$ cat src/hdl/gfau_pkg.sv
// shared types, constants and helpers for the gf(2^m) arithmetic unit
`default_nettype none

package gfau_pkg;

  localparam int unsigned MaxDegree = 16;
  localparam int unsigned ElemW     = MaxDegree;
  localparam int unsigned PolyW     = MaxDegree + 1;
  localparam int unsigned DegW      = 5;
  localparam int unsigned MulSteps  = PolyW;
  localparam int unsigned MulCntW   = $clog2(MulSteps + 1);
  localparam int unsigned PowCntW   = 4;
  localparam int unsigned ApbAddrW  = 3;
  localparam int unsigned ApbDataW  = 32;

  localparam logic [DegW-1:0]  DegReset  = DegW'(8);
  localparam logic [PolyW-1:0] PolyReset = PolyW'(285);
  localparam logic [DegW-1:0]  DegMin    = DegW'(2);
  localparam logic [DegW-1:0]  DegMax    = DegW'(MaxDegree);

  // register index as decoded from paddr[2]
  localparam logic RegDegree  = 1'b0;
  localparam logic RegModulus = 1'b1;

  typedef enum logic [1:0] {
    CMD_ADD = 2'd0,
    CMD_MUL = 2'd1,
    CMD_POW = 2'd2,
    CMD_INV = 2'd3
  } cmd_e;

  // field setup seen by the serial multiplier
  typedef struct packed {
    logic [DegW-1:0]  deg;
    logic [PolyW-1:0] poly;
  } field_t;

  // request into the serial multiplier
  typedef struct packed {
    logic             start;
    logic [ElemW-1:0] mcand;
    logic [PolyW-1:0] mplier;
  } mul_req_t;

  // degree of a nonzero polynomial (zero reads as degree 0)
  function automatic logic [DegW-1:0] poly_deg(input logic [PolyW-1:0] x);
    logic [DegW-1:0] d;
    d = '0;
    for (int i = 0; i < PolyW; i++) begin
      if (x[i]) begin
        d = DegW'(i);
      end
    end
    return d;
  endfunction

endpackage

`default_nettype wire

$ cat src/hdl/gfau_mul.sv
// bit-serial msb-first multiplier with interleaved modular reduction
`default_nettype none

module gfau_mul (
  input  wire logic                     clk_i,
  input  wire logic                     rst_ni,
  input  wire gfau_pkg::field_t         field_i,
  input  wire gfau_pkg::mul_req_t       req_i,
  output logic                          done_o,
  output logic [gfau_pkg::ElemW-1:0]    prod_o
);

  logic                           busy_q, busy_d;
  logic                           done_q, done_d;
  logic [gfau_pkg::MulCntW-1:0]   cnt_q, cnt_d;
  logic [gfau_pkg::ElemW-1:0]     acc_q, acc_d;
  logic [gfau_pkg::ElemW-1:0]     mc_q, mc_d;
  logic [gfau_pkg::PolyW-1:0]     sh_q, sh_d;
  logic [gfau_pkg::PolyW-1:0]     step;

  always_comb begin
    // shift, add the multiplicand on a one bit, fold back the x^m term
    step = {acc_q, 1'b0} ^ (sh_q[gfau_pkg::PolyW-1] ? {1'b0, mc_q} : '0);
    if (step[field_i.deg]) begin
      step = step ^ field_i.poly;
    end

    busy_d = busy_q;
    done_d = 1'b0;
    cnt_d  = cnt_q;
    acc_d  = acc_q;
    mc_d   = mc_q;
    sh_d   = sh_q;
    if (req_i.start) begin
      busy_d = 1'b1;
      cnt_d  = gfau_pkg::MulCntW'(gfau_pkg::MulSteps);
      acc_d  = '0;
      mc_d   = req_i.mcand;
      sh_d   = req_i.mplier;
    end else if (busy_q) begin
      acc_d = step[gfau_pkg::ElemW-1:0];
      sh_d  = {sh_q[gfau_pkg::PolyW-2:0], 1'b0};
      cnt_d = cnt_q - gfau_pkg::MulCntW'(1);
      if (cnt_q == gfau_pkg::MulCntW'(1)) begin
        busy_d = 1'b0;
        done_d = 1'b1;
      end
    end
  end

  always_ff @(posedge clk_i or negedge rst_ni) begin
    if (!rst_ni) begin
      busy_q <= 1'b0;
      done_q <= 1'b0;
      cnt_q  <= '0;
    end else begin
      busy_q <= busy_d;
      done_q <= done_d;
      cnt_q  <= cnt_d;
    end
  end

  always_ff @(posedge clk_i) begin
    acc_q <= acc_d;
    mc_q  <= mc_d;
    sh_q  <= sh_d;
  end

  assign done_o = done_q;
  assign prod_o = acc_q;

endmodule

`default_nettype wire

$ cat src/hdl/gf2m_arithmetic_unit.sv
// top level of the gf(2^m) arithmetic unit: apb registers, command sequencer, euclid inverter
`default_nettype none

// per command: operand a is reduced first; add and multiply then reduce operand b, power
//   runs 16 squarings plus up to 16 multiplies on the serial multiplier, and inverse runs
//   one euclid step per cycle before reducing its cofactor
// one command in flight at a time; busy_o stays high until the cycle of the done strobe
// done_o is high for one cycle; the result holds until the next; the receiver cannot stall
// reset is asynchronous, active low: idle, field degree 8, modulus 0x11d
module gf2m_arithmetic_unit (
  input  wire logic                            clk_i,
  input  wire logic                            rst_ni,
  // command transfer
  input  wire logic                            start_i,
  output logic                                 busy_o,
  input  wire logic [1:0]                      cmd_i,
  input  wire logic [gfau_pkg::ElemW-1:0]      operand_a_i,
  input  wire logic [gfau_pkg::ElemW-1:0]      operand_b_i,
  input  wire logic [15:0]                     exponent_i,
  // result strobe
  output logic                                 done_o,
  output logic [gfau_pkg::ElemW-1:0]           field_result_o,
  output logic                                 no_inverse_o,
  // register port
  input  wire logic                            psel,
  input  wire logic                            penable,
  input  wire logic                            pwrite,
  input  wire logic [gfau_pkg::ApbAddrW-1:0]   paddr,
  input  wire logic [gfau_pkg::ApbDataW-1:0]   pwdata,
  output logic [gfau_pkg::ApbDataW-1:0]        prdata,
  output logic                                 pready
);

  typedef enum logic [7:0] {
    ST_IDLE    = 8'b0000_0001,
    ST_RED_A   = 8'b0000_0010,
    ST_RED_B   = 8'b0000_0100,
    ST_MUL     = 8'b0000_1000,
    ST_POW_SQ  = 8'b0001_0000,
    ST_POW_MUL = 8'b0010_0000,
    ST_INV     = 8'b0100_0000,
    ST_INV_RED = 8'b1000_0000
  } state_e;

  // ---------------------------------------------------------------------------
  // configuration registers
  // ---------------------------------------------------------------------------
  logic [gfau_pkg::DegW-1:0]  deg_q;
  logic [gfau_pkg::PolyW-1:0] poly_q;
  logic                       wr_en;

  assign pready = 1'b1;
  assign wr_en  = psel & penable & pwrite;

  always_ff @(posedge clk_i or negedge rst_ni) begin
    if (!rst_ni) begin
      deg_q  <= gfau_pkg::DegReset;
      poly_q <= gfau_pkg::PolyReset;
    end else if (wr_en) begin
      if (paddr[2] == gfau_pkg::RegDegree) begin
        deg_q <= pwdata[gfau_pkg::DegW-1:0];
      end else begin
        poly_q <= pwdata[gfau_pkg::PolyW-1:0];
      end
    end
  end

  always_comb begin
    if (paddr[2] == gfau_pkg::RegModulus) begin
      prdata = {{(gfau_pkg::ApbDataW - gfau_pkg::PolyW){1'b0}}, poly_q};
    end else begin
      prdata = {{(gfau_pkg::ApbDataW - gfau_pkg::DegW){1'b0}}, deg_q};
    end
  end

  // effective degree clamped to the supported range, implied x^m term forced on
  gfau_pkg::field_t           field;
  logic [gfau_pkg::DegW-1:0]  m_eff;
  logic [gfau_pkg::PolyW-1:0] low_mask;

  always_comb begin
    if (deg_q < gfau_pkg::DegMin) begin
      m_eff = gfau_pkg::DegMin;
    end else if (deg_q > gfau_pkg::DegMax) begin
      m_eff = gfau_pkg::DegMax;
    end else begin
      m_eff = deg_q;
    end
    low_mask   = (gfau_pkg::PolyW'(1) << m_eff) - gfau_pkg::PolyW'(1);
    field.deg  = m_eff;
    field.poly = (poly_q & low_mask) | (gfau_pkg::PolyW'(1) << m_eff);
  end

  // ---------------------------------------------------------------------------
  // shared serial multiplier: also reduces raw operands (multiplicand 1)
  // ---------------------------------------------------------------------------
  gfau_pkg::mul_req_t         mreq;
  logic                       mul_done;
  logic [gfau_pkg::ElemW-1:0] mul_prod;

  gfau_mul u_mul (
    .clk_i   (clk_i),
    .rst_ni  (rst_ni),
    .field_i (field),
    .req_i   (mreq),
    .done_o  (mul_done),
    .prod_o  (mul_prod)
  );

  // ---------------------------------------------------------------------------
  // sequencer
  // ---------------------------------------------------------------------------
  state_e                       state_q, state_d;
  gfau_pkg::cmd_e               cmd_q, cmd_d;
  logic [gfau_pkg::ElemW-1:0]   a_q, a_d;
  logic [gfau_pkg::ElemW-1:0]   b_q, b_d;
  logic [gfau_pkg::ElemW-1:0]   opb_q, opb_d;
  logic [15:0]                  exp_q, exp_d;
  logic [gfau_pkg::PowCntW-1:0] pcnt_q, pcnt_d;
  logic [gfau_pkg::ElemW-1:0]   acc_q, acc_d;
  // euclid remainders and cofactors
  logic [gfau_pkg::PolyW-1:0]   r0_q, r0_d, r1_q, r1_d;
  logic [gfau_pkg::PolyW-1:0]   s0_q, s0_d, s1_q, s1_d;
  logic [gfau_pkg::DegW-1:0]    d0, d1, kshift;

  logic                         fin;
  logic [gfau_pkg::ElemW-1:0]   fin_res;
  logic                         fin_err;
  logic                         done_q;
  logic [gfau_pkg::ElemW-1:0]   res_q;
  logic                         err_q;

  assign d0     = gfau_pkg::poly_deg(r0_q);
  assign d1     = gfau_pkg::poly_deg(r1_q);
  assign kshift = d0 - d1;

  always_comb begin
    state_d = state_q;
    cmd_d   = cmd_q;
    a_d     = a_q;
    b_d     = b_q;
    opb_d   = opb_q;
    exp_d   = exp_q;
    pcnt_d  = pcnt_q;
    acc_d   = acc_q;
    r0_d    = r0_q;
    r1_d    = r1_q;
    s0_d    = s0_q;
    s1_d    = s1_q;
    mreq    = '0;
    fin     = 1'b0;
    fin_res = '0;
    fin_err = 1'b0;

    unique case (state_q)
      ST_IDLE: begin
        if (start_i) begin
          cmd_d       = gfau_pkg::cmd_e'(cmd_i);
          opb_d       = operand_b_i;
          exp_d       = exponent_i;
          // reduce operand a first, whatever the command
          mreq.start  = 1'b1;
          mreq.mcand  = gfau_pkg::ElemW'(1);
          mreq.mplier = {1'b0, operand_a_i};
          state_d     = ST_RED_A;
        end
      end

      ST_RED_A: begin
        if (mul_done) begin
          a_d = mul_prod;
          unique case (cmd_q)
            gfau_pkg::CMD_ADD, gfau_pkg::CMD_MUL: begin
              mreq.start  = 1'b1;
              mreq.mcand  = gfau_pkg::ElemW'(1);
              mreq.mplier = {1'b0, opb_q};
              state_d     = ST_RED_B;
            end
            gfau_pkg::CMD_POW: begin
              // square-and-multiply over 16 exponent bits, msb first; 1 squared is 1
              pcnt_d      = '1;
              mreq.start  = 1'b1;
              mreq.mcand  = gfau_pkg::ElemW'(1);
              mreq.mplier = gfau_pkg::PolyW'(1);
              state_d     = ST_POW_SQ;
            end
            gfau_pkg::CMD_INV: begin
              if (mul_prod == '0) begin
                fin     = 1'b1;
                fin_err = 1'b1;
                state_d = ST_IDLE;
              end else begin
                r0_d    = field.poly;
                r1_d    = {1'b0, mul_prod};
                s0_d    = '0;
                s1_d    = gfau_pkg::PolyW'(1);
                state_d = ST_INV;
              end
            end
            default: state_d = ST_IDLE;
          endcase
        end
      end

      ST_RED_B: begin
        if (mul_done) begin
          b_d = mul_prod;
          if (cmd_q == gfau_pkg::CMD_ADD) begin
            fin     = 1'b1;
            fin_res = a_q ^ mul_prod;
            state_d = ST_IDLE;
          end else begin
            mreq.start  = 1'b1;
            mreq.mcand  = a_q;
            mreq.mplier = {1'b0, mul_prod};
            state_d     = ST_MUL;
          end
        end
      end

      ST_MUL: begin
        if (mul_done) begin
          fin     = 1'b1;
          fin_res = mul_prod;
          state_d = ST_IDLE;
        end
      end

      ST_POW_SQ, ST_POW_MUL: begin
        if (mul_done) begin
          acc_d = mul_prod;
          if (state_q == ST_POW_SQ && exp_q[15]) begin
            mreq.start  = 1'b1;
            mreq.mcand  = a_q;
            mreq.mplier = {1'b0, mul_prod};
            state_d     = ST_POW_MUL;
          end else if (pcnt_q == '0) begin
            fin     = 1'b1;
            fin_res = mul_prod;
            state_d = ST_IDLE;
          end else begin
            exp_d       = {exp_q[14:0], 1'b0};
            pcnt_d      = pcnt_q - gfau_pkg::PowCntW'(1);
            mreq.start  = 1'b1;
            mreq.mcand  = mul_prod;
            mreq.mplier = {1'b0, mul_prod};
            state_d     = ST_POW_SQ;
          end
        end
      end

      ST_INV: begin
        // one euclid step a cycle: cancel the leading term of r0, or swap
        if (r1_q == '0) begin
          if (r0_q == gfau_pkg::PolyW'(1)) begin
            mreq.start  = 1'b1;
            mreq.mcand  = gfau_pkg::ElemW'(1);
            mreq.mplier = s0_q;
            state_d     = ST_INV_RED;
          end else begin
            fin     = 1'b1;
            fin_err = 1'b1;
            state_d = ST_IDLE;
          end
        end else if (r0_q != '0 && d0 >= d1) begin
          r0_d = r0_q ^ (r1_q << kshift);
          s0_d = s0_q ^ (s1_q << kshift);
        end else begin
          r0_d = r1_q;
          r1_d = r0_q;
          s0_d = s1_q;
          s1_d = s0_q;
        end
      end

      ST_INV_RED: begin
        if (mul_done) begin
          fin     = 1'b1;
          fin_res = mul_prod;
          state_d = ST_IDLE;
        end
      end

      default: state_d = ST_IDLE;
    endcase
  end

  always_ff @(posedge clk_i or negedge rst_ni) begin
    if (!rst_ni) begin
      state_q <= ST_IDLE;
      done_q  <= 1'b0;
    end else begin
      state_q <= state_d;
      done_q  <= fin;
    end
  end

  always_ff @(posedge clk_i) begin
    cmd_q  <= cmd_d;
    a_q    <= a_d;
    b_q    <= b_d;
    opb_q  <= opb_d;
    exp_q  <= exp_d;
    pcnt_q <= pcnt_d;
    acc_q  <= acc_d;
    r0_q   <= r0_d;
    r1_q   <= r1_d;
    s0_q   <= s0_d;
    s1_q   <= s1_d;
    if (fin) begin
      res_q <= fin_res;
      err_q <= fin_err;
    end
  end

  assign busy_o         = (state_q != ST_IDLE);
  assign done_o         = done_q;
  assign field_result_o = res_q;
  assign no_inverse_o   = err_q;

endmodule

`default_nettype wire

$ cat config.mk
export PLATFORM = sky130hd
export DESIGN_NAME = gf2m_arithmetic_unit
export DESIGN_NICKNAME = d
export VERILOG_FILES = /design/src/hdl/gfau_pkg.sv /design/src/hdl/gfau_mul.sv /design/src/hdl/gf2m_arithmetic_unit.sv
export SDC_FILE = /design/constraint.sdc
export NUM_CORES = 1
export LEC_CHECK = 0
export BUFFER_PORTS_ARGS = -buffer_cell sky130_fd_sc_hd__clkbuf_2
export CAP_MARGIN = 20
export CORE_MARGIN = 8
export CORE_UTILIZATION = 55
export DETAILED_ROUTE_END_ITERATION = 12
export PLACE_DENSITY_LB_ADDON = 0.12
export SYNTH_ARGS = -nofsm -noshare
export SYNTH_HDL_FRONTEND = slang
export SYNTH_SLANG_ARGS = --single-unit
export TNS_END_PERCENT = 30
$ cat constraint.sdc
create_clock -name clk_i -period 9.06 [get_ports clk_i]
set_clock_uncertainty 0.05 [all_clocks]
set_input_delay 0 -clock clk_i [delete_from_list [all_inputs] [get_ports clk_i]]
set_output_delay 0 -clock clk_i [all_outputs]
set_load 0.02 [all_outputs]
; ---- Yosys cells after proc, flatten, opt, wreduce, memory -nomap -nowiden
; Cells that the tools add are included.
[op_classes]
n_addsub = 4
magnitude_cmp = 4
eq_ne = 27
shift = 3
mux = 128
bitwise_logic = 10
reduce_logical = 23
[ops]
columns = cell, count
row1 = two-way mux 17 bit, 23
row2 = two-way mux 34 bit, 9
row3 = two-way mux 16 bit, 12
row4 = two-way mux 5 bit, 35
row5 = one-hot mux 34 bit (5 select lines), 1
row6 = one-hot mux 17 bit (2 select lines), 4
row7 = one-hot mux 34 bit (2 select lines), 1
row8 = two-way mux 8 bit, 7
row9 = one-hot mux 16 bit (3 select lines), 1
row10 = one-hot mux 8 bit (6 select lines), 1
row11 = left shift 17 x 5 -> 17 bit, 2
row12 = XOR 17 bit, 2
row13 = one-hot mux 16 bit (2 select lines), 1
row14 = XOR 16 bit, 2
row15 = two-way mux 4 bit, 6
row16 = one-hot mux 8 bit (3 select lines), 1
row17 = two-way mux 1 bit, 20
row18 = AND reduction 6 bit, 3
row19 = bitwise AND 17 bit, 1
row20 = "equality test 17 x 1 -> 1 bit, second input constant", 1
row21 = zero test 17 bit, 1
row22 = OR 17 bit, 1
row23 = nonzero test 17 bit, 1
row24 = "left shift 1 x 5 -> 17 bit, first input constant", 1
row25 = other kinds (39), 62
[totals]
regBits = 226
input_bits = 91
output_inout_bits = 52
wordCells = 220

; ---- Depth between registers and ports, before layout
; Gate-level depths: netlist of the first run.
[logic_depth]
word_depth = 22
depth_mapped = 18
ltp_nobuf = 16

; ---- Modules after synthesis
; A second synthesis of the first run with hierarchy kept.
[hier_totals]
hier_cells = 1380
area_unflattened_um2 = 13845.8
[by_module_without_submodules]
columns = module, instances, cells_each, area_per_inst_um2, seq_area_each_um2
row1 = gf2m_arithmetic_unit, 1, 1102, 10799.1, 4958.5
row2 = gfau_mul, 1, 278, 3046.7, 1486.4

; ---- Least setup slack after synthesis of the first run
; OpenSTA, ideal clock, no wires.
[synth_path]
kind = reg-to-reg
from = reg state_q[3]
to = reg r1_q[0] (netlist name) (enable)
setup_ns = 0.394
arrival_ns = 4.631
required_time_ns = 8.616
setup_slack_ns = 3.985
path_stages_with_launch = 9
n_path_buf = 1
synth_period_minus_slack_ns = 5.075
cell_sequence = dfrtp_1 -> or4_1 -> buf_2 -> nor4_1 -> nand2_1 -> nor2_1 -> a21oi_1 -> a31oi_1 -> and2_1
[synth_via]
elab_chain_cells = 3
elab_cells_between_ends = 9
classes_between = eq/ne: 7 / reduce/logical: 2
[synth_rtl]
columns = item, line_no
row1 = "start, declared", gf2m_arithmetic_unit.sv:113  ; state_e state_q, state_d;
row2 = "start signal, assigned", gf2m_arithmetic_unit.sv:293  ; state_q <= state_d;
row3 = equality test 8 x 7 -> 1 bit / equality test 8 x 2 -> 1 bit (equally long branches), gf2m_arithmetic_unit.sv:155  ; unique case (state_q)
row4 = "!= test 2 bit (no source line), or another cell as far along", --
row5 = AND reduction 6 bit (no source line) *, --
row6 = "end signal, assigned", gf2m_arithmetic_unit.sv:307  ; r1_q <= r1_d;
row7 = "end, declared", gf2m_arithmetic_unit.sv:122  ; logic [gfau_pkg::PolyW-1:0] r0_q, r0_d, r1_q, r1_d;
; Every way passes the cells marked *; elsewhere a longest branch is shown, timed or not.
; A chain may end at the register's enable or synchronous reset.

; ---- Worst setup path in the final report of the first run
[layout_path]
from = reg r1_q[2] (netlist name)
to = reg s1_q[8] (netlist name) (enable)
[layout_via]
elab_chain_cells = 19
elab_cells_between_ends = 21
classes_between = order compare: 1 / eq/ne: 2 / mux: 15 / reduce/logical: 3
[layout_rtl]
columns = item, line_no
row1 = two-way mux 5 bit (15 in series), gfau_pkg.sv:50  ; if (x[i]) begin
row2 = >= comparator 5 bit, gf2m_arithmetic_unit.sv:265  ; end else if (r0_q != '0 && d0 >= d1) begin
row3 = logical AND 1 bit, gf2m_arithmetic_unit.sv:265
row4 = != test 2 bit (no source line), --
row5 = AND reduction 6 bit (no source line) *, --
row6 = "end signal, assigned", gf2m_arithmetic_unit.sv:309  ; s1_q <= s1_d;
row7 = "end, declared", gf2m_arithmetic_unit.sv:123  ; logic [gfau_pkg::PolyW-1:0] s0_q, s0_d, s1_q, s1_d;
; Marked as above.

==> results.py, run 1 <==
metrics = {
    "outcome": {
        "run_status": "complete, no violations",
    },
    "worst_setup_path": {
        "timing.setup.critical_path_class": "reg -> reg",
        "worstPathArrival_ps": 5260,
        "critPathCaptureType": "flip-flop",
        "regToRegSetupSlack_ps": 3960,
        "startpoint_type": "flip-flop",
        "critical_path.reg2reg.startpoint": "r1_q[2]",
        "timing.critical_path.cells": "inv_1 > a21oi_1 > o21bai_1 > a21oi_1 > o21bai_1 > a21oi_1 > o41ai_1 > ha_1 > buf_4 > nand2b_1 > a21o_1 > a21oi_1 > o21ai_0 > and2_2 > buf_4 > nand2_1 > and2_1 > buf_4",
        "worst-path-max-fanout": 50,
        "path_common_cell": "a21oi_1",
        "timing.critical_path.from": "r1_q[2]",
        "timing.critical_path.slowest_cell_delay_ps": 730,
        "critical-path-slowest-cell": "and2_1",
        "critPathRequiredTime_ps": 9210,
    },
    "layout": {
        "final_layout_size_suffix_gt1_share_pct": 17.5,
        "final_nets": 1605,
        "layout-area-overhead-vs-synth_pct": 15.6,
        "layout.cells.most_common": "nand2_1",
        "highest_count_cells_in_the_layout_ignoring_fill_and_taps": "nand2_1, edfxtp_1, clkbuf_2, nor2_1, o21ai_0",
        "number_of_antenna_diodes": 0,
    },
    "pwr": {
        "share_seq_of_total_power_pct": 43.3,
        "power.density_mw_per_mm2": 235,
        "cell_internal_pwr_mw": 2.35,
        "leakage_component_of_the_power_nw": 5.95,
        "vdd_ir_drop_max_mv": 0.178,
        "clock_power_share_pct": 26.1,
        "p_sw_mw": 1.36,
        "combinationalPowerShare_pct": 30.6,
        "proportion_of_total_power_due_to_net_switching_pct": 36.6,
        "total_power_mw": 3.70,
    },
    "timing": {
        "period_needed_ps": 5100,
        "post-route-period-util_pct": 56.3,
        "max_slew_margin_pct": 24.6,
        "max_slew.worst_pin.slew_ps": 1130,
        "slew_viol_final": 0,
        "fin_setup_tns_ps": 0,
        "finalSetupViolations": 0,
        "rsz0062_at_grt": "no",
        "clock.fmax_mhz": 196,
        "hold_viol": 0,
    },
    "global_routing": {
        "maximum_number_of_pins_on_one_net_before_global_route_repair": 62,
        "grt_pass1_wl_um": 62800,
        "gr-total-overflow": 0,
        "grt_pass1_vias": 11000,
        "gr-usage-all-layers_pct": 25.7,
        "antenna_found_initial": 0,
    },
    "synth": {
        "synth_seq_area_share_pct": 47.3,
        "yosysWarnings": 0,
        "edff_count_synth": 172,
        "ys_types": 75,
        "syn-instance-count": 1378,
        "syn_avg_cell_area_um2": 9.88,
        "leading_register_cell_type_out_of_synthesis": "edfxtp_1",
        "synth-seq-cells": 226,
        "syn_area_mm2": 0.0136,
        "async_flop_share_pct": 16.8,
    },
    "detailed_routing": {
        "via_per_inst": 6.26,
        "postRouteAntennaNets": 0,
        "wirelength_um": 40200,
        "post_drt_wl_per_cell_um": 21.8,
        "dr.pass1.iters": 7,
        "detailroute.via_count": 11600,
        "initialDrtViolationCount": 1402,
        "detail_route.drc_violations": 0,
    },
    "clock_tree": {
        "h-tree-depth": 1,
        "cts_made_buffers": 26,
        "clock_pin_slew_worst_setup_and_hold_paths_ps": 70,
        "postCtsSetupRepairBufs": 0,
        "tritoncts_clock_tree": "built",
        "cts_buffer_depth": 3,
        "clockRootBuffer": "clkbuf_16",
        "insertion_delay_of_the_later_clocked_pin_in_the_worst_skew_pair_ps": 550,
        "clock_sink_count": 226,
    },
    "floorplan": {
        "floorplan.initialDensity_pct": 56.0,
        "design.die.area_mm2": 0.0301,
        "dieWidth_um": 173,
        "chip_height_um": 173,
        "core.rowCount": 57,
        "placeableCoreArea_mm2": 0.0243,
        "design.portCount": 143,
    },
    "min_path": {
        "hold_path_startpoint": "operand_a_i[10]",
        "timing.hold.worst.class": "in -> reg",
    },
    "placed_design": {
        "place.port_buffers": 109,
        "finalWeightedCongestion": 0.954,
        "detailed_place_hpwl_um": 26800,
    },
    "run": {
        "max_cap_viol_count": 0,
    },
}
-- synthesized netlist by cell type (6+ instances only) --
library cell	instances	area share, %
nand2_1	215	5.9
edfxtp_1	172	38
nor2_1	110	3.0
o21ai_0	94	3.5
clkbuf_1	85	2.3
nand3_1	50	1.8
a21oi_1	39	1.4
and2_1	37	1.7
mux2_2	35	2.9
dfrtp_1	31	5.7
xnor2_1	31	2.0
xor2_1	29	1.9
mux4_2	28	4.6
nor3_1	28	1.0
a22o_1	25	1.6
inv_1	23	0.63
nor4_1	22	1.0
mux2i_1	21	1.5
a211oi_1	19	1.0
nand2b_1	18	0.83
buf_4	17	0.94
nor2b_1	17	0.78
or3_1	17	0.78
and3_1	16	0.73
dfxtp_1	16	2.4
a22oi_1	11	0.61
nand4_1	11	0.51
or4_1	11	0.61
a31oi_1	10	0.46
a31oi_2	9	0.83
buf_2	9	0.33
ha_1	9	0.83
a222oi_1	8	0.59
o31ai_1	8	0.44
or2_2	8	0.37
dfstp_2	7	1.4
o21a_1	7	0.39
o21bai_1	6	0.33
-- kinds of logic after synthesis --
kind of cell	share of synthesized area (%)
muxes	9.07
xor gates and xnor gates	3.86
DFF	47.3
adders and majority gates	0.974
and+or+nand+nor	20.2
buffers and inverters	4.89
AOI/OAI and AO/OA	13.6
other	0.0551
-- repair_timing --
| item | in CTS | in global routing |
|---|---|---|
| endpoints found under the hold margin | 104 | 0 |
| gates resized for setup | 0 | 0 |
| hold buffers | 72 | 0 |
-- per-stage QoR --
step	hold slack (ps)	worst slack [ps]	instance area (um2)	utilization [%]	std cells
floorplan	-346	3980	13700	-	1394
detailed placement	129	4060	14300	58.6	1728
finish	56.7	3960	15700	64.7	1848
CTS	19.3	4010	15700	64.7	1848
global placement	127	4180	14300	58.6	1728
global route	33.8	3640	15700	64.7	1848
-- worst paths after layout --
kind | to | cells after the start
max | s1_q[8] | 18
min | u_mul.sh_q[10] | 4
max reg2reg | s1_q[8] | 18
min reg2reg | exp_q[2] | 2
max in group asynchronous | poly_q[16] | 2
min in group asynchronous | poly_q[5] | 2
-- worst max-delay path, delay by kind of cell, from the launching register on --
kind                     cells  cell delay, ps
adder cells (fa/ha/maj)      1             290
buffers and inverters        4            1090
AO/OA/AOI/OAI                9            1440
AND/OR/NAND/NOR              4            1360
flip-flops                   1             520
-- power by group through the flow --
stage          Combinational, mW  Sequential (mW)  Clock (mW)
5_1_grt                     1.24             1.62        1.01
6_report                    1.13             1.60       0.968
3_3_place_gp                1.05             1.60           0
4_1_cts                     1.11             1.59       0.974
2_1_floorplan              0.903             1.45           0
3_5_place_dp                1.07             1.61           0
-- metal layers --
layer	track usage (%)	vias up	share of wire (%)
met4	6.54	0	2.3
met3	5.53	63	9.6
met5	0	-	0
met1	36.5	5585	43
li1	-	5269	-
met2	39.4	650	45
-- sequential cells by signal, summed over array words and instances, names as in the netlist --
| name | flops |
|---|---|
| poly_q | 17 |
| r0_q | 17 |
| r1_q | 17 |
| s0_q | 17 |
| s1_q | 17 |
| u_mul.sh_q | 17 |
| a_q | 16 |
| exp_q | 16 |
| field_result_o | 16 |
| opb_q | 16 |
| u_mul.mc_q | 16 |
| u_mul.prod_o | 16 |
| state_q | 8 |
| deg_q | 5 |
| u_mul.cnt_q | 5 |
| pcnt_q | 4 |
| cmd_q | 2 |
| done_o | 1 |
| no_inverse_o | 1 |
| u_mul.busy_q | 1 |
| u_mul.done_o | 1 |
-- layout make-up --
class                   count  area, um2
clock buffers              33        677
fillers                  1924       8570
clock inverters            15       86.3
repair buffers            203       1430
flip-flops and latches    226       6440
well taps                 324        405
inverters                  24       90.1
multi-input cells        1023       6610
Power figures use the tool's default switching activity.
==> run 2, diff against run 1 <==
clock period = 4.7 ns   (was 9.06 ns; I/O delays follow)
==> results.py, run 2 (same netlist as run 1, synthesis figures left out) <==
metrics = {
    "clock_tree": {
        "tritoncts_clock_tree": "built",
        "clock_pin_slew_worst_setup_and_hold_paths_ps": 60,
        "clockRootBuffer": "clkbuf_16",
        "insertion_delay_of_the_later_clocked_pin_in_the_worst_skew_pair_ps": 540,
        "cts_made_buffers": 26,
        "cts_buffer_depth": 3,
        "h-tree-depth": 1,
        "postCtsSetupRepairBufs": 0,
        "clock_sink_count": 226,
    },
    "floorplan": {
        "design.die.area_mm2": 0.0301,
        "chip_height_um": 173,
        "placeableCoreArea_mm2": 0.0243,
        "dieWidth_um": 173,
        "design.portCount": 143,
        "core.rowCount": 57,
        "floorplan.initialDensity_pct": 56.0,
    },
    "detailed_routing": {
        "via_per_inst": 6.33,
        "initialDrtViolationCount": 1329,
        "post_drt_wl_per_cell_um": 22.4,
        "detail_route.drc_violations": 0,
        "dr.pass1.iters": 7,
        "detailroute.via_count": 11800,
        "wirelength_um": 41700,
        "postRouteAntennaNets": 0,
    },
    "worst_setup_path": {
        "cp_top_family": "compound AO/OA/AOI/OAI gates",
        "path_common_cell": "a21oi_1",
        "timing.critical_path.slowest_cell_delay_ps": 590,
        "timing.critical_path.cells": "inv_1 > a21oi_1 > o21bai_1 > a21oi_1 > o21bai_1 > a21oi_1 > o41a_1 > ha_1 > fa_1 > buf_12 > mux2_2 > a22oi_1 > nor4_1 > o21ai_0 > xnor2_1 > mux2i_1 > mux2i_1",
        "critical-path-slowest-cell": "fa_1",
        "critPathRequiredTime_ps": 4920,
        "critPathBufInv": 2,
        "startpoint_type": "flip-flop",
        "critPathCaptureType": "flip-flop",
        "worstPathArrival_ps": 4550,
        "worst-path-max-fanout": 35,
        "timing.setup.critical_path_class": "reg -> reg",
    },
    "timing": {
        "timing.hold.ws_ps": 121,
        "max_slew_margin_pct": 31.7,
        "fin_setup_tns_ps": 0,
        "setup_ws_ps": 370,
        "slew_viol_final": 0,
        "max_slew.worst_pin.slew_ps": 1020,
        "clock.fmax_mhz": 231,
        "finalSetupViolations": 0,
        "rsz0062_at_grt": "no",
        "hold_viol": 0,
        "period_needed_ps": 4330,
        "post-route-period-util_pct": 92.1,
    },
    "global_routing": {
        "grt_pass1_vias": 11400,
        "antenna_found_initial": 3,
        "maximum_number_of_pins_on_one_net_before_global_route_repair": 47,
        "gr-usage-all-layers_pct": 27.0,
        "grt_pass1_wl_um": 65200,
        "gr-total-overflow": 0,
    },
    "pwr": {
        "leakage_component_of_the_power_nw": 6.10,
        "vdd_ir_drop_max_mv": 0.371,
        "power.density_mw_per_mm2": 466,
    },
    "placed_design": {
        "placed_area_mm2": 0.0144,
        "detailed_place_hpwl_um": 27300,
        "place.port_buffers": 109,
        "place_ws_ps": 458,
        "finalWeightedCongestion": 0.932,
    },
    "min_path": {
        "timing.hold.worst.class": "in -> reg",
    },
    "outcome": {
        "run_status": "complete, no violations",
    },
    "layout": {
        "final_layout_size_suffix_gt1_share_pct": 18.4,
        "postLayoutCellArea_mm2": 0.0160,
        "layout.cells.most_common": "nand2_1",
        "final_nets": 1618,
        "layout-area-overhead-vs-synth_pct": 17.6,
        "highest_count_cells_in_the_layout_ignoring_fill_and_taps": "nand2_1, edfxtp_1, clkbuf_2, nor2_1, o21ai_0",
    },
    "run": {
        "max_cap_viol_count": 0,
    },
}
run 2: cell count changes in the layout (fill, tap and decap cells not counted), sizes merged:
cell	change
buf	+12
bufinv	+5
clkbuf	+1
clkinv	-5
clkinvlp	-1
diode	+2
dlygate4sd3	+1
inv	-1
run 2: final timing paths:
path | startpoint | end | slack, ps | cells after the start
min in group asynchronous | rst_ni | state_q[5] | 150 | 2
max reg2reg | r0_q[2] | r0_q[10] | 370 | 17
min | operand_b_i[13] | opb_q[13] | 120 | 2
max in group asynchronous | rst_ni | u_mul.done_o | 3850 | 2
max | r0_q[2] | r0_q[10] | 370 | 17
min reg2reg | exp_q[12] | exp_q[13] | 460 | 2
run 2: timing repair:
item / 4_1_cts / 5_1_grt
hold endpoints to repair: 105 / 0
resized for setup: 0 / 0
hold buffers: 73 / 0
run 2: layout make-up:
cell class	count	area, um2
repair buffers	216	1560
diodes	2	5.00
multi-input cells	1023	6610
inverters	24	90.1
clock inverters	13	200
flip-flops and latches	226	6440
well taps	324	405
fillers	1879	8310
clock buffers	34	701
run 2: per-layer routing:
layer	share of wire [%]	wire (um)	global-route usage, %	vias up
met2	45	18700	41.2	659
met5	0.022	9	0	-
met3	10	4320	6.34	90
met4	2.9	1210	8.88	2
met1	42	17500	37.3	5740
li1	-	-	-	5293
run 2: power breakdown:
part           switching (mW)  leakage (nW)  internal [mW]
clock network           0.845         0.438           1.32
logic                    1.26          3.51          0.852
registers               0.537          2.15           2.64
total                    2.64          6.10           4.82
run 2: per-stage QoR:
stage / total power, mW / std cells / utilization (%)
after global placement: 5.11 / 1740 / 59.1
after floorplan: 4.54 / 1394 / -
final: 7.46 / 1862 / 65.8
after global routing: 7.77 / 1862 / 65.8
after detailed placement: 5.18 / 1740 / 59.1
after CTS: 7.39 / 1860 / 65.8
==> run 3, diff against run 2 <==
GPL_TIMING_DRIVEN = 0   (was unset)
==> results.py, run 3 (same netlist as run 1, synthesis figures left out) <==
metrics = {
    "outcome": {
        "run_status": "complete, no violations",
    },
    "placed_design": {
        "dpl.cell_count": 1829,
        "detailed_place_hpwl_um": 32000,
        "finalWeightedCongestion": 1.01,
        "place.port_buffers": 109,
        "place_ws_ps": -319,
    },
    "worst_setup_path": {
        "timing.critical_path.slowest_cell_delay_ps": 620,
        "cp_top_family": "simple AND/OR/NAND/NOR gates",
        "critPathBufInv": 3,
        "critical-path-slowest-cell": "nor4_1",
        "startpoint_type": "flip-flop",
        "timing.setup.critical_path_class": "reg -> reg",
        "timing.critical_path.cells": "nor4_1 > nand2b_1 > a21oi_1 > ha_1 > and3b_1 > clkbuf_1 > or3_1 > clkbuf_1 > nand2_1 > clkbuf_1 > nor2_1 > a211oi_1 > xnor2_1 > a21oi_1",
        "path_common_cell": "clkbuf_1",
        "critPathCaptureType": "flip-flop",
        "worstPathArrival_ps": 4790,
        "worst-path-max-fanout": 10,
        "critPathRequiredTime_ps": 4890,
    },
    "clock_tree": {
        "cts_buffer_depth": 3,
        "clockRootBuffer": "clkbuf_16",
        "insertion_delay_of_the_later_clocked_pin_in_the_worst_skew_pair_ps": 530,
        "postCtsSetupRepairBufs": 0,
        "h-tree-depth": 1,
        "cts_made_buffers": 25,
        "clock_sink_count": 226,
        "clock_pin_slew_worst_setup_and_hold_paths_ps": 70,
        "tritoncts_clock_tree": "built",
    },
    "global_routing": {
        "grt_pass1_wl_um": 68600,
        "gr-total-overflow": 0,
        "antenna_found_initial": 1,
        "maximum_number_of_pins_on_one_net_before_global_route_repair": 39,
        "gr-usage-all-layers_pct": 28.7,
        "grt_pass1_vias": 11600,
    },
    "detailed_routing": {
        "initialDrtViolationCount": 1681,
        "via_per_inst": 6.26,
        "post_drt_wl_per_cell_um": 23.0,
        "detail_route.drc_violations": 0,
        "wirelength_um": 44900,
        "detailroute.via_count": 12200,
        "postRouteAntennaNets": 0,
        "dr.pass1.iters": 6,
    },
    "timing": {
        "period_needed_ps": 4610,
        "rsz0062_at_grt": "yes",
        "slew_viol_final": 0,
        "clock.fmax_mhz": 217,
        "timing.hold.ws_ps": 45.4,
        "hold_viol": 0,
        "max_slew.worst_pin.slew_ps": 968,
        "max_slew_margin_pct": 34.8,
        "finalSetupViolations": 0,
        "post-route-period-util_pct": 98.0,
        "setup_ws_ps": 94.6,
    },
    "layout": {
        "layout-area-overhead-vs-synth_pct": 19.9,
        "highest_count_cells_in_the_layout_ignoring_fill_and_taps": "nand2_1, edfxtp_1, clkbuf_2, nor2_1, o21ai_0",
        "final_nets": 1707,
        "final_layout_size_suffix_gt1_share_pct": 18.1,
        "post_layout_nonfiller_instances": 1948,
        "number_of_antenna_diodes": 0,
        "layout.cells.most_common": "nand2_1",
    },
    "floorplan": {
        "design.die.area_mm2": 0.0301,
        "core.rowCount": 57,
        "design.portCount": 143,
        "floorplan.initialDensity_pct": 56.0,
        "placeableCoreArea_mm2": 0.0243,
        "chip_height_um": 173,
        "dieWidth_um": 173,
    },
    "pwr": {
        "total_power_mw": 7.56,
        "leakage_component_of_the_power_nw": 6.21,
        "power.density_mw_per_mm2": 463,
        "vdd_ir_drop_max_mv": 0.353,
    },
    "min_path": {
        "timing.hold.worst.class": "in -> reg",
    },
    "run": {
        "max_cap_viol_count": 0,
    },
}
## run 3: cell types whose count changed in the layout (fill, tap and decap cells not counted), sizes merged
cell / delta
dlygate4sd3: +1
diode: -2
clkbuf: +78
inv: +2
buf: +4
bufinv: -1
clkinv: +2
clkinvlp: +2
## run 3: metrics by stage
stage               setup TNS (ps)  util (%)  instance area [um2]
CTS                              0      66.9                16300
finish                           0      67.2                16300
floorplan                        0         -                13700
global placement            -41760      60.2                14600
detailed placement          -10190      60.4                14700
global route                  -341      67.2                16300
## run 3: final timing paths
check | start | end | slack [ps] | cells after the start
setup / recovery | r0_q[8] | s0_q[8] | 90 | 14
hold / removal | operand_a_i[6] | u_mul.sh_q[6] | 50 | 4
hold reg to reg | u_mul.prod_o[5] | a_q[5] | 380 | 0
setup reg to reg | r0_q[8] | s0_q[8] | 90 | 14
max in group asynchronous | rst_ni | poly_q[0] | 3580 | 4
min in group asynchronous | rst_ni | state_q[2] | 460 | 3
## run 3: metal layers
layer | global-route usage [%] | part of all wire, % | vias up
met4 | 8.77 | 3.1 | 0
met2 | 42.6 | 43 | 701
met1 | 41.6 | 44 | 5910
met3 | 5.88 | 9.9 | 97
met5 | 0 | 0 | -
li1 | - | - | 5488
## run 3: timing repair
item / CTS / global route
cloned: 0 / 0
setup endpoints to repair: 57 / 59
hold endpoints to repair: 104 / 9
pin swaps: 0 / 1
resized for setup: 7 / 15
hold buffers: 73 / 1
## run 3: cell type report
class	count	area [um2]
Clock inverter	18	199
Inverter	24	90.1
Timing Repair Buffer	186	1350
Multi-Input combinational cell	1023	6620
Sequential cell	226	6440
Tap cell	324	405
Clock buffer	27	643
Buffer	120	583
Fill cell	1925	7990
## run 3: report_power, final
part	switching [mW]	internal [mW]	leakage (nW)	total [mW]
clock network	0.842	1.21	0.414	2.05
registers	0.212	2.64	2.14	2.85
logic	1.72	0.931	3.65	2.65
## run 3: worst register-to-register path, cell delays in order (launching register included)
cell and delay, ps:
edfxtp_1 510, nor4_1 620, nand2b_1 120, a21oi_1 200
ha_1 360, and3b_1 250, clkbuf_1 130, or3_1 360
clkbuf_1 230, nand2_1 160, clkbuf_1 440, nor2_1 100
a211oi_1 510, xnor2_1 180, a21oi_1 90
